### config.mk
export PLATFORM = sky130hd
export DESIGN_NAME = tour_two_opt_engine
export DESIGN_NICKNAME = d
export VERILOG_FILES = /design/src/rtl/core/tto_pkg.sv /design/src/rtl/core/tto_dist.sv /design/src/rtl/core/tto_datapath.sv /design/src/rtl/core/tto_ctrl.sv /design/src/rtl/core/tour_two_opt_engine.sv
export VERILOG_INCLUDE_DIRS = /design/src /design/src/rtl/core
export SDC_FILE = /design/constraint.sdc
export NUM_CORES = 2
export LEC_CHECK = 0
export BUFFER_PORTS_ARGS = -buffer_cell sky130_fd_sc_hd__buf_2
export CAP_MARGIN = 30
export CORE_MARGIN = 2
export CORE_UTILIZATION = 50
export CTS_CLUSTER_SIZE = 25
export DETAILED_ROUTE_END_ITERATION = 10
export PLACE_DENSITY = 0.77
export SLEW_MARGIN = 20
export SYNTH_ARGS = -nofsm -noshare
export SYNTH_HDL_FRONTEND = slang
export SYNTH_HIERARCHICAL = 1
export SYNTH_SLANG_ARGS = --single-unit
### constraint.sdc
create_clock -name clk -period 8.15 [get_ports clk]
set_input_delay 1.63 -clock clk [delete_from_list [all_inputs] [get_ports clk]]
set_output_delay 1.63 -clock clk [all_outputs]
set_load 0.1 [all_outputs]
### src/rtl/core/tour_two_opt_engine_assert.svh
// Assertion macros shared by the engine's modules.
`ifndef TOUR_TWO_OPT_ENGINE_ASSERT_SVH
`define TOUR_TWO_OPT_ENGINE_ASSERT_SVH
`ifndef SYNTHESIS
`define TTO_ASSERT_IMP(lbl, clk, rstn, ante, cons) \
	lbl: assert property (@(posedge clk) disable iff (!(rstn)) (ante) |-> (cons)) \
		else $error("assertion failed");
`define TTO_ASSERT_NXT(lbl, clk, rstn, ante, cons) \
	lbl: assert property (@(posedge clk) disable iff (!(rstn)) (ante) |=> (cons)) \
		else $error("assertion failed");
`else
`define TTO_ASSERT_IMP(lbl, clk, rstn, ante, cons)
`define TTO_ASSERT_NXT(lbl, clk, rstn, ante, cons)
`endif
`endif

### src/rtl/core/tto_pkg.sv
package tto_pkg;

	localparam int CITY_COUNT_DEF    = 64;
	localparam int COORD_BITS_DEF    = 10;
	localparam int FRACTION_BITS_DEF = 4;

	localparam int CMD_W      = 3;
	localparam int IDX_W      = 6;
	localparam int IDX_EXT_W  = 11;
	localparam int CITY_W     = 10;
	localparam int CRD_EXT_W  = 16;
	localparam int LEN_W      = 21;
	localparam int ADDR_MAX_W = 10;

	localparam logic [LEN_W-1:0] LEN_MAX = '1;

	typedef enum logic [CMD_W-1:0] {
		CMD_LOAD = 3'd0,
		CMD_SWAP = 3'd1,
		CMD_REV  = 3'd2,
		CMD_TEST = 3'd3,
		CMD_LEN  = 3'd4
	} cmd_t;

	typedef enum logic [3:0] {
		ST_IDLE,
		ST_RD1,
		ST_RD2,
		ST_CAP,
		ST_DST,
		ST_WAIT,
		ST_WR1,
		ST_WR2,
		ST_FIN
	} state_t;

	typedef enum logic [1:0] {
		OUT_NONE,
		OUT_BEN,
		OUT_LEN
	} out_kind_t;

	typedef struct packed {
		logic                  rd_en;
		logic [ADDR_MAX_W-1:0] rd_addr;
		logic                  cap1;
		logic                  cap2;
		logic                  wr_en;
		logic [ADDR_MAX_W-1:0] wr_addr;
		logic                  wr_src_p2;
		logic                  wr_load;
		logic                  dist_start;
		logic                  acc_clr;
		logic                  acc_add_sel;
		logic                  acc_sat;
		logic                  out_load;
		out_kind_t             out_kind;
	} dp_ctrl_t;

	typedef struct packed {
		logic dist_done;
	} dp_stat_t;

endpackage

### src/rtl/core/tto_dist.sv
`include "tour_two_opt_engine_assert.svh"

module tto_dist #(
	parameter int COORD_BITS    = tto_pkg::COORD_BITS_DEF,
	parameter int FRACTION_BITS = tto_pkg::FRACTION_BITS_DEF
) (
	input  logic                                clk,
	input  logic                                arst_n,
	input  logic                                start,
	input  logic [COORD_BITS-1:0]               ax,
	input  logic [COORD_BITS-1:0]               ay,
	input  logic [COORD_BITS-1:0]               bx,
	input  logic [COORD_BITS-1:0]               by,
	output logic                                done,
	output logic [COORD_BITS+FRACTION_BITS:0]   dist_len
);

	localparam int QW    = COORD_BITS + FRACTION_BITS + 1;
	localparam int RAD_W = 2 * QW;
	localparam int SQ_W  = 2 * COORD_BITS;
	localparam int REM_W = QW + 2;
	localparam int CW    = $clog2(QW + 1);

	logic [COORD_BITS-1:0] dx_s1, dy_s1;
	logic [SQ_W-1:0]       sqx_s2, sqy_s2;
	logic                  v_s1, v_s2;
	logic                  run_q, done_q;
	logic [CW-1:0]         cnt_q;
	logic [RAD_W-1:0]      rad_q;
	logic [REM_W-1:0]      rem_q;
	logic [QW-1:0]         root_q;
	logic [SQ_W:0]         sum;
	logic [REM_W+1:0]      rem_n, trial;
	logic                  busy;

	assign sum   = (SQ_W+1)'(sqx_s2) + (SQ_W+1)'(sqy_s2);
	assign rem_n = {rem_q, rad_q[RAD_W-1 -: 2]};
	assign trial = {2'b00, root_q, 2'b01};
	assign busy  = v_s1 | v_s2 | run_q | done_q;

	always_ff @(posedge clk or negedge arst_n) begin
		if (!arst_n) begin
			v_s1   <= 1'b0;
			v_s2   <= 1'b0;
			run_q  <= 1'b0;
			done_q <= 1'b0;
			cnt_q  <= '0;
		end else begin
			v_s1   <= start;
			v_s2   <= v_s1;
			done_q <= 1'b0;
			if (v_s2) begin
				run_q <= 1'b1;
				cnt_q <= '0;
			end else if (run_q) begin
				if (cnt_q == CW'(QW - 1)) begin
					run_q  <= 1'b0;
					done_q <= 1'b1;
				end
				cnt_q <= CW'(cnt_q + 1'b1);
			end
		end
	end

	always_ff @(posedge clk) begin
		if (start) begin
			dx_s1 <= (ax > bx) ? COORD_BITS'(ax - bx) : COORD_BITS'(bx - ax);
			dy_s1 <= (ay > by) ? COORD_BITS'(ay - by) : COORD_BITS'(by - ay);
		end
		if (v_s1) begin
			sqx_s2 <= SQ_W'(dx_s1) * SQ_W'(dx_s1);
			sqy_s2 <= SQ_W'(dy_s1) * SQ_W'(dy_s1);
		end
		if (v_s2) begin
			rad_q  <= RAD_W'(sum) << (2 * FRACTION_BITS);
			rem_q  <= '0;
			root_q <= '0;
		end else if (run_q) begin
			// one root bit per cycle, restoring
			rad_q <= rad_q << 2;
			if (rem_n >= trial) begin
				rem_q  <= REM_W'(rem_n - trial);
				root_q <= {root_q[QW-2:0], 1'b1};
			end else begin
				rem_q  <= REM_W'(rem_n);
				root_q <= {root_q[QW-2:0], 1'b0};
			end
		end
	end

	assign done     = done_q;
	assign dist_len = root_q;

	`TTO_ASSERT_IMP(a_start_idle, clk, arst_n, start, !busy)

endmodule

### src/rtl/core/tto_datapath.sv
module tto_datapath #(
	parameter int CITY_COUNT    = tto_pkg::CITY_COUNT_DEF,
	parameter int COORD_BITS    = tto_pkg::COORD_BITS_DEF,
	parameter int FRACTION_BITS = tto_pkg::FRACTION_BITS_DEF
) (
	input  logic                          clk,
	input  logic                          arst_n,
	input  tto_pkg::dp_ctrl_t             ctl,
	output tto_pkg::dp_stat_t             stat,
	input  logic [tto_pkg::CITY_W-1:0]    city_x,
	input  logic [tto_pkg::CITY_W-1:0]    city_y,
	output logic                          beneficial,
	output logic [tto_pkg::LEN_W-1:0]     tour_length
);

	localparam int AW    = (CITY_COUNT > 1) ? $clog2(CITY_COUNT) : 1;
	localparam int QW    = COORD_BITS + FRACTION_BITS + 1;
	localparam int ACC_W = (QW + 1 > tto_pkg::LEN_W) ? QW + 1 : tto_pkg::LEN_W;

	logic [COORD_BITS-1:0] mem_x [CITY_COUNT];
	logic [COORD_BITS-1:0] mem_y [CITY_COUNT];

	logic [COORD_BITS-1:0] rd_x_q, rd_y_q;
	logic [COORD_BITS-1:0] p1x_q, p1y_q, p2x_q, p2y_q;
	logic [COORD_BITS-1:0] wx, wy;
	logic [tto_pkg::CRD_EXT_W-1:0] cx_ext, cy_ext;
	logic [ACC_W-1:0] acc_rem_q, acc_add_q;
	logic [ACC_W:0]   rem_sum;
	logic [QW-1:0]    d;
	logic             d_done;
	logic             ben_q;
	logic [tto_pkg::LEN_W-1:0] len_q;

	assign cx_ext = tto_pkg::CRD_EXT_W'(city_x);
	assign cy_ext = tto_pkg::CRD_EXT_W'(city_y);

	always_comb begin
		if (ctl.wr_load) begin
			wx = cx_ext[COORD_BITS-1:0];
			wy = cy_ext[COORD_BITS-1:0];
		end else if (ctl.wr_src_p2) begin
			wx = p2x_q;
			wy = p2y_q;
		end else begin
			wx = p1x_q;
			wy = p1y_q;
		end
	end

	always_ff @(posedge clk) begin
		if (ctl.wr_en) begin
			mem_x[ctl.wr_addr[AW-1:0]] <= wx;
			mem_y[ctl.wr_addr[AW-1:0]] <= wy;
		end
		if (ctl.rd_en) begin
			rd_x_q <= mem_x[ctl.rd_addr[AW-1:0]];
			rd_y_q <= mem_y[ctl.rd_addr[AW-1:0]];
		end
	end

	always_ff @(posedge clk) begin
		if (ctl.cap1) begin
			p1x_q <= rd_x_q;
			p1y_q <= rd_y_q;
		end
		if (ctl.cap2) begin
			p2x_q <= rd_x_q;
			p2y_q <= rd_y_q;
		end
	end

	tto_dist #(
		.COORD_BITS    (COORD_BITS),
		.FRACTION_BITS (FRACTION_BITS)
	) u_dist (
		.clk      (clk),
		.arst_n   (arst_n),
		.start    (ctl.dist_start),
		.ax       (p1x_q),
		.ay       (p1y_q),
		.bx       (p2x_q),
		.by       (p2y_q),
		.done     (d_done),
		.dist_len (d)
	);

	assign stat.dist_done = d_done;
	assign rem_sum = (ACC_W+1)'(acc_rem_q) + (ACC_W+1)'(d);

	always_ff @(posedge clk) begin
		if (ctl.acc_clr) begin
			acc_rem_q <= '0;
			acc_add_q <= '0;
		end else if (d_done) begin
			if (ctl.acc_add_sel) begin
				acc_add_q <= ACC_W'(acc_add_q + ACC_W'(d));
			end else if (ctl.acc_sat && rem_sum > (ACC_W+1)'(tto_pkg::LEN_MAX)) begin
				acc_rem_q <= ACC_W'(tto_pkg::LEN_MAX);
			end else begin
				acc_rem_q <= ACC_W'(rem_sum);
			end
		end
		if (ctl.out_load) begin
			ben_q <= (ctl.out_kind == tto_pkg::OUT_BEN) && (acc_add_q < acc_rem_q);
			len_q <= (ctl.out_kind == tto_pkg::OUT_LEN) ?
				acc_rem_q[tto_pkg::LEN_W-1:0] : '0;
		end
	end

	assign beneficial  = ben_q;
	assign tour_length = len_q;

endmodule

### src/rtl/core/tto_ctrl.sv
`include "tour_two_opt_engine_assert.svh"

module tto_ctrl #(
	parameter int CITY_COUNT = tto_pkg::CITY_COUNT_DEF
) (
	input  logic                        clk,
	input  logic                        arst_n,
	input  logic                        in_valid,
	output logic                        in_stall,
	input  logic [tto_pkg::CMD_W-1:0]   cmd,
	input  logic [tto_pkg::IDX_W-1:0]   index_a,
	input  logic [tto_pkg::IDX_W-1:0]   index_b,
	output logic                        out_valid,
	input  logic                        out_stall,
	output tto_pkg::dp_ctrl_t           ctl,
	input  tto_pkg::dp_stat_t           stat
);

	localparam int AW = (CITY_COUNT > 1) ? $clog2(CITY_COUNT) : 1;
	localparam logic [AW-1:0] LAST = AW'(CITY_COUNT - 1);

	tto_pkg::state_t state_q, state_d;

	logic [tto_pkg::CMD_W-1:0] cmd_q;
	logic [AW-1:0] i_q, j_q, a_q, b_q, p_q, n_q;
	logic [1:0]    step_q;
	logic          run_q;
	logic          out_valid_q;

	logic [tto_pkg::IDX_EXT_W-1:0] ia_ext, ib_ext, mn_ext, mx_ext;
	logic          a_ok, b_ok, same;
	logic [AW-1:0] ia, ib, mn, mx;
	logic [AW-1:0] addr1, addr2, k_next;
	logic          accept, go;

	assign ia_ext = tto_pkg::IDX_EXT_W'(index_a);
	assign ib_ext = tto_pkg::IDX_EXT_W'(index_b);
	assign mn_ext = (index_a < index_b) ? ia_ext : ib_ext;
	assign mx_ext = (index_a < index_b) ? ib_ext : ia_ext;
	assign a_ok   = ia_ext < tto_pkg::IDX_EXT_W'(CITY_COUNT);
	assign b_ok   = ib_ext < tto_pkg::IDX_EXT_W'(CITY_COUNT);
	assign same   = index_a == index_b;
	assign ia     = ia_ext[AW-1:0];
	assign ib     = ib_ext[AW-1:0];
	assign mn     = mn_ext[AW-1:0];
	assign mx     = mx_ext[AW-1:0];
	assign accept = in_valid && (state_q == tto_pkg::ST_IDLE);
	assign k_next = (i_q == LAST) ? '0 : AW'(i_q + 1'b1);

	// whether the accepted command needs the sequencer at all
	always_comb begin
		unique case (cmd)
			tto_pkg::CMD_SWAP: go = a_ok && b_ok && !same;
			tto_pkg::CMD_REV:  go = a_ok && b_ok && !same;
			tto_pkg::CMD_TEST: go = a_ok && b_ok && !same && !(mn == '0 && mx == LAST);
			tto_pkg::CMD_LEN:  go = 1'b1;
			default:           go = 1'b0;
		endcase
	end

	// edge endpoints for the current step
	always_comb begin
		addr1 = i_q;
		addr2 = j_q;
		if (cmd_q == tto_pkg::CMD_TEST) begin
			unique case (step_q)
				2'd0: begin addr1 = p_q; addr2 = a_q; end
				2'd1: begin addr1 = b_q; addr2 = n_q; end
				2'd2: begin addr1 = p_q; addr2 = b_q; end
				default: begin addr1 = a_q; addr2 = n_q; end
			endcase
		end else if (cmd_q == tto_pkg::CMD_LEN) begin
			addr2 = k_next;
		end
	end

	always_ff @(posedge clk or negedge arst_n) begin
		if (!arst_n) begin
			state_q     <= tto_pkg::ST_IDLE;
			out_valid_q <= 1'b0;
			cmd_q       <= '0;
			run_q       <= 1'b0;
			step_q      <= '0;
			i_q         <= '0;
			j_q         <= '0;
		end else begin
			state_q <= state_d;
			if (ctl.out_load) begin
				out_valid_q <= 1'b1;
			end else if (!out_stall) begin
				out_valid_q <= 1'b0;
			end
			if (accept) begin
				cmd_q  <= cmd;
				run_q  <= go;
				step_q <= '0;
				if (cmd == tto_pkg::CMD_LEN) begin
					i_q <= '0;
				end else if (cmd == tto_pkg::CMD_SWAP) begin
					i_q <= ia;
					j_q <= ib;
				end else begin
					i_q <= mn;
					j_q <= mx;
				end
			end else if (state_q == tto_pkg::ST_WAIT && stat.dist_done) begin
				step_q <= 2'(step_q + 1'b1);
				i_q    <= k_next;
			end else if (state_q == tto_pkg::ST_WR2) begin
				i_q <= AW'(i_q + 1'b1);
				j_q <= AW'(j_q - 1'b1);
			end
		end
	end

	always_ff @(posedge clk) begin
		if (accept) begin
			a_q <= mn;
			b_q <= mx;
			p_q <= (mn == '0) ? LAST : AW'(mn - 1'b1);
			n_q <= (mx == LAST) ? '0 : AW'(mx + 1'b1);
		end
	end

	always_comb begin
		state_d         = state_q;
		ctl             = '0;
		ctl.rd_addr     = tto_pkg::ADDR_MAX_W'(addr1);
		ctl.wr_addr     = tto_pkg::ADDR_MAX_W'(addr1);
		ctl.acc_add_sel = (cmd_q == tto_pkg::CMD_TEST) && step_q[1];
		ctl.acc_sat     = cmd_q == tto_pkg::CMD_LEN;
		ctl.out_kind    = tto_pkg::OUT_NONE;
		unique case (state_q)
			tto_pkg::ST_IDLE: begin
				if (accept) begin
					ctl.wr_addr = tto_pkg::ADDR_MAX_W'(ia);
					ctl.acc_clr = 1'b1;
					if (cmd == tto_pkg::CMD_LOAD) begin
						ctl.wr_en   = a_ok;
						ctl.wr_load = 1'b1;
					end
					state_d = go ? tto_pkg::ST_RD1 : tto_pkg::ST_FIN;
				end
			end
			tto_pkg::ST_RD1: begin
				ctl.rd_en = 1'b1;
				state_d   = tto_pkg::ST_RD2;
			end
			tto_pkg::ST_RD2: begin
				ctl.cap1    = 1'b1;
				ctl.rd_en   = 1'b1;
				ctl.rd_addr = tto_pkg::ADDR_MAX_W'(addr2);
				state_d     = tto_pkg::ST_CAP;
			end
			tto_pkg::ST_CAP: begin
				ctl.cap2 = 1'b1;
				if (cmd_q == tto_pkg::CMD_SWAP || cmd_q == tto_pkg::CMD_REV) begin
					state_d = tto_pkg::ST_WR1;
				end else begin
					state_d = tto_pkg::ST_DST;
				end
			end
			tto_pkg::ST_DST: begin
				ctl.dist_start = 1'b1;
				state_d        = tto_pkg::ST_WAIT;
			end
			tto_pkg::ST_WAIT: begin
				if (stat.dist_done) begin
					if (cmd_q == tto_pkg::CMD_TEST) begin
						state_d = (step_q == 2'd3) ? tto_pkg::ST_FIN : tto_pkg::ST_RD1;
					end else begin
						state_d = (i_q == LAST) ? tto_pkg::ST_FIN : tto_pkg::ST_RD1;
					end
				end
			end
			tto_pkg::ST_WR1: begin
				ctl.wr_en     = 1'b1;
				ctl.wr_src_p2 = 1'b1;
				state_d       = tto_pkg::ST_WR2;
			end
			tto_pkg::ST_WR2: begin
				ctl.wr_en   = 1'b1;
				ctl.wr_addr = tto_pkg::ADDR_MAX_W'(addr2);
				// advance to the next inner pair while one remains
				if (cmd_q == tto_pkg::CMD_REV && ((AW+1)'(i_q) + (AW+1)'(2) < (AW+1)'(j_q))) begin
					state_d = tto_pkg::ST_RD1;
				end else begin
					state_d = tto_pkg::ST_FIN;
				end
			end
			tto_pkg::ST_FIN: begin
				if (cmd_q == tto_pkg::CMD_TEST && run_q) begin
					ctl.out_kind = tto_pkg::OUT_BEN;
				end else if (cmd_q == tto_pkg::CMD_LEN) begin
					ctl.out_kind = tto_pkg::OUT_LEN;
				end
				// hold until the output register is free
				if (!out_valid_q || !out_stall) begin
					ctl.out_load = 1'b1;
					state_d      = tto_pkg::ST_IDLE;
				end
			end
			default: state_d = tto_pkg::ST_IDLE;
		endcase
	end

	assign in_stall  = state_q != tto_pkg::ST_IDLE;
	assign out_valid = out_valid_q;

	`TTO_ASSERT_IMP(a_no_overwrite, clk, arst_n, ctl.out_load, !(out_valid_q && out_stall))
	`TTO_ASSERT_IMP(a_rev_order, clk, arst_n, (state_q == tto_pkg::ST_RD1 && cmd_q == tto_pkg::CMD_REV), i_q < j_q)
	`TTO_ASSERT_IMP(a_done_in_wait, clk, arst_n, stat.dist_done, state_q == tto_pkg::ST_WAIT)
	`TTO_ASSERT_NXT(a_start_waits, clk, arst_n, ctl.dist_start, state_q == tto_pkg::ST_WAIT)

endmodule

### src/rtl/core/tour_two_opt_engine.sv
// 2-opt engine for a closed tour of CITY_COUNT cities held in on-chip memory. One command
// per transaction: load, swap, reverse, test gain or total length; every command returns
// one result transaction (fields zero where the command does not produce them). Each edge
// distance is floor(2^FRACTION_BITS * sqrt(dx^2+dy^2)) from a bit-serial square root that
// yields one root bit per cycle; one distance takes 2 memory reads, capture, start, 2 operand
// stages, COORD_BITS+FRACTION_BITS+1 root steps and a handoff. Test gain sums 4 distances,
// and total length sums CITY_COUNT distances. The next command is taken once the sequencer
// is back in idle, even while a result still waits.
module tour_two_opt_engine #(
	parameter int CITY_COUNT    = tto_pkg::CITY_COUNT_DEF,
	parameter int COORD_BITS    = tto_pkg::COORD_BITS_DEF,
	parameter int FRACTION_BITS = tto_pkg::FRACTION_BITS_DEF
) (
	input  logic                        clk,
	input  logic                        arst_n,
	input  logic                        in_valid,
	output logic                        in_stall,
	input  logic [tto_pkg::CMD_W-1:0]   cmd,
	input  logic [tto_pkg::IDX_W-1:0]   index_a,
	input  logic [tto_pkg::IDX_W-1:0]   index_b,
	input  logic [tto_pkg::CITY_W-1:0]  city_x,
	input  logic [tto_pkg::CITY_W-1:0]  city_y,
	output logic                        out_valid,
	input  logic                        out_stall,
	output logic                        beneficial,
	output logic [tto_pkg::LEN_W-1:0]   tour_length
);

	tto_pkg::dp_ctrl_t ctl;
	tto_pkg::dp_stat_t stat;

	tto_ctrl #(
		.CITY_COUNT (CITY_COUNT)
	) u_ctrl (
		.clk       (clk),
		.arst_n    (arst_n),
		.in_valid  (in_valid),
		.in_stall  (in_stall),
		.cmd       (cmd),
		.index_a   (index_a),
		.index_b   (index_b),
		.out_valid (out_valid),
		.out_stall (out_stall),
		.ctl       (ctl),
		.stat      (stat)
	);

	tto_datapath #(
		.CITY_COUNT    (CITY_COUNT),
		.COORD_BITS    (COORD_BITS),
		.FRACTION_BITS (FRACTION_BITS)
	) u_datapath (
		.clk         (clk),
		.arst_n      (arst_n),
		.ctl         (ctl),
		.stat        (stat),
		.city_x      (city_x),
		.city_y      (city_y),
		.beneficial  (beneficial),
		.tour_length (tour_length)
	);

endmodule
==> run_results.csv <==
group,metric,value,unit
synth,synthCells,4344,
cts,clkTransAtPathRegs,0.06,ns
global_route,grt_pass1_vias,40500,
sta,finalCritPeriodShare,0.690,
synth,synth_nets,4725,
finish,layout_common_cells,"1,465 x edfxtp_1, 394 x mux4_2, 247 x inv_1, 241 x ha_1, 198 x nand2_1",
cts,cts_buffers,152,
cts,root_buffer,"clkbuf_16",
sta,rsz0062_at_grt,"no",
route,firstDrtPassIters,6,
die,die_w,383,µm
worst_setup_path,setup.worst_path.end_class,"flop",
placed_design,pre_cts_ws,2.51,ns
worst_setup_path,worstSetupStartpointType,"flop",
cts,post_cts_buffers,0,
die,fp.coreArea,0.143,mm²
cts,insertion_delay,0.80,ns
cts,clock_path_buffers,3,
finish,diodes,0,
global_route,grt_pass1_wl,260,mm
global_route,antenna_found_initial,7,
synth,yosys_warnings,6,
sta,layout_min_cycle_time,5.62,ns
die,die_y,383,µm
cts,clkSinkCount,1571,
worst_setup_path,cp.required,8.69,ns
finish,final_common_cell,"edfxtp_1",
die,fp.dieArea,0.147,mm²
route,totalWireLength,174,mm
finish,multiInputGateArea,0.0244,mm²
cts,ctsResizeCount,0,
sta,holdWs,0.447,ns
worst_setup_path,cpPeakStageDelay,0.56,ns
worst_setup_path,crit_arrival,6.16,ns
worst_setup_path,cp_common_cell,"fa_1",
sta,hold_viol,0,
placed_design,portBuffers,62,
cts,cts_tree,"built",
synth,syn-mean-instance-area,16.6,µm²
worst_setup_path,crit_path_top_delay_cell,"edfxtp_1",
worst_setup_path,r2r_slack,2.53,ns
die,start_util,0.503,
cts,htree_levels,4,
sta,setup_viol,0,
route,wl_per_cell,26.7,µm
finish,area_growth,11.5,%
finish,drive_gt1_frac,0.205,
worst_setup_path,cp_max_fo,13,
route,drc_errors,0,
sta,tns,0,ns
min_path,min_path_type,"reg2reg",
placed_design,dp_cells,6227,
sta,fmax,178,MHz
finish,seqCellArea,0.0463,mm²
die,pin_count,63,
run_status,status,"finished clean",
global_route,overflow,0,
synth,synthesis.area,0.0719,mm²
route,dr_total_vias,40000,
sta,setup_slack,2.53,ns
cts,cts-hold-fix-buffers,0,
die,rows,139,
placed_design,dp_hpwl,105,mm
route,drt_iter0_markers,4627,
sta,slew_violations,0,
route,routed_via_density,6.16,
finish,finalNonFillerCells,6498,
worst_setup_path,path_class,"reg2reg",
job,cap_violations,0,
global_route,grt_max_degree,122,
sta,max_slew.worst_pin.slew,1.12,ns
global_route,globalRouteTotalUtil,0.239,
placed_design,place_congestion,0.866,
worst_setup_path,crit_chain,"and2_1 -> fa_1 -> fa_1 -> inv_1 -> fa_1 -> fa_1 -> inv_1 -> fa_1 -> ha_1 -> a21oi_2 -> or2b_1 -> o31a_1 -> a311o_2 -> a221o_1 -> a21oi_2 -> xor2_1",
route,ant_nets,0,
finish,final_nets,4862,
sta,relSlewSlack,0.251,
sta,finClkSkew,0.0418,ns
finish,fillers,10600,
==> final timing paths <==
kind / startpoint / to / depth (start not counted)
max: u_datapath/u_dist/dy_s1[1] / u_datapath/u_dist/sqy_s2[19] / 16
min: u_datapath/rd_x_q[5] / u_datapath/p2x_q[5] / 0
max reg2reg: u_datapath/u_dist/dy_s1[1] / u_datapath/u_dist/sqy_s2[19] / 16
min reg2reg: u_datapath/rd_x_q[5] / u_datapath/p2x_q[5] / 0
max in group asynchronous: arst_n / u_datapath/u_dist/v_s2 / 1
min in group asynchronous: arst_n / u_ctrl/j_q[4] / 1
==> routing by layer <==
layer  GRT usage  wire length [µm]
met1       0.316             65700
met3      0.0469             16100
met5           0                79
met4      0.0968              6540
met2       0.389             85000
==> through the flow <==
stage	cell area, µm²	utilization
2_1_floorplan	71900	-
3_3_place_gp	74900	0.523
3_5_place_dp	75400	0.526
4_1_cts	80200	0.560
5_1_grt	80200	0.560
6_report	80200	0.560
==> worst max-delay path: cells and delay by family, from the launching register on <==
family / cells / cell delay, ns
xor+xnor: 1 / 0.07
simple gates: 2 / 0.51
compound gates: 5 / 1.35
fa+ha+maj: 6 / 2.76
flops: 1 / 0.56
buf+inv: 2 / 0.11
==> cell type report <==
| class | instances | area share |
|---|---|---|
| clock inverter | 81 | 0.00964 |
| clock buffer | 187 | 0.0503 |
| multi-input combinational | 2333 | 0.304 |
| timing repair buffer | 175 | 0.0182 |
| tap | 1903 | 0.0297 |
| inverter | 248 | 0.0116 |
| sequential | 1571 | 0.577 |
==> sequential cells by signal, indices dropped and copies added (netlist names), 19 cells and up <==
signal                    flops
u_datapath/acc_add_q         21
u_datapath/acc_rem_q         21
u_datapath/mem_x            640
u_datapath/mem_y            640
u_datapath/tour_length       21
u_datapath/u_dist/rad_q      22
u_datapath/u_dist/sqx_s2     19
u_datapath/u_dist/sqy_s2     19
Power is not shown: default switching activity piles up to over one toggle a cycle in this logic, so the estimate is an artifact.
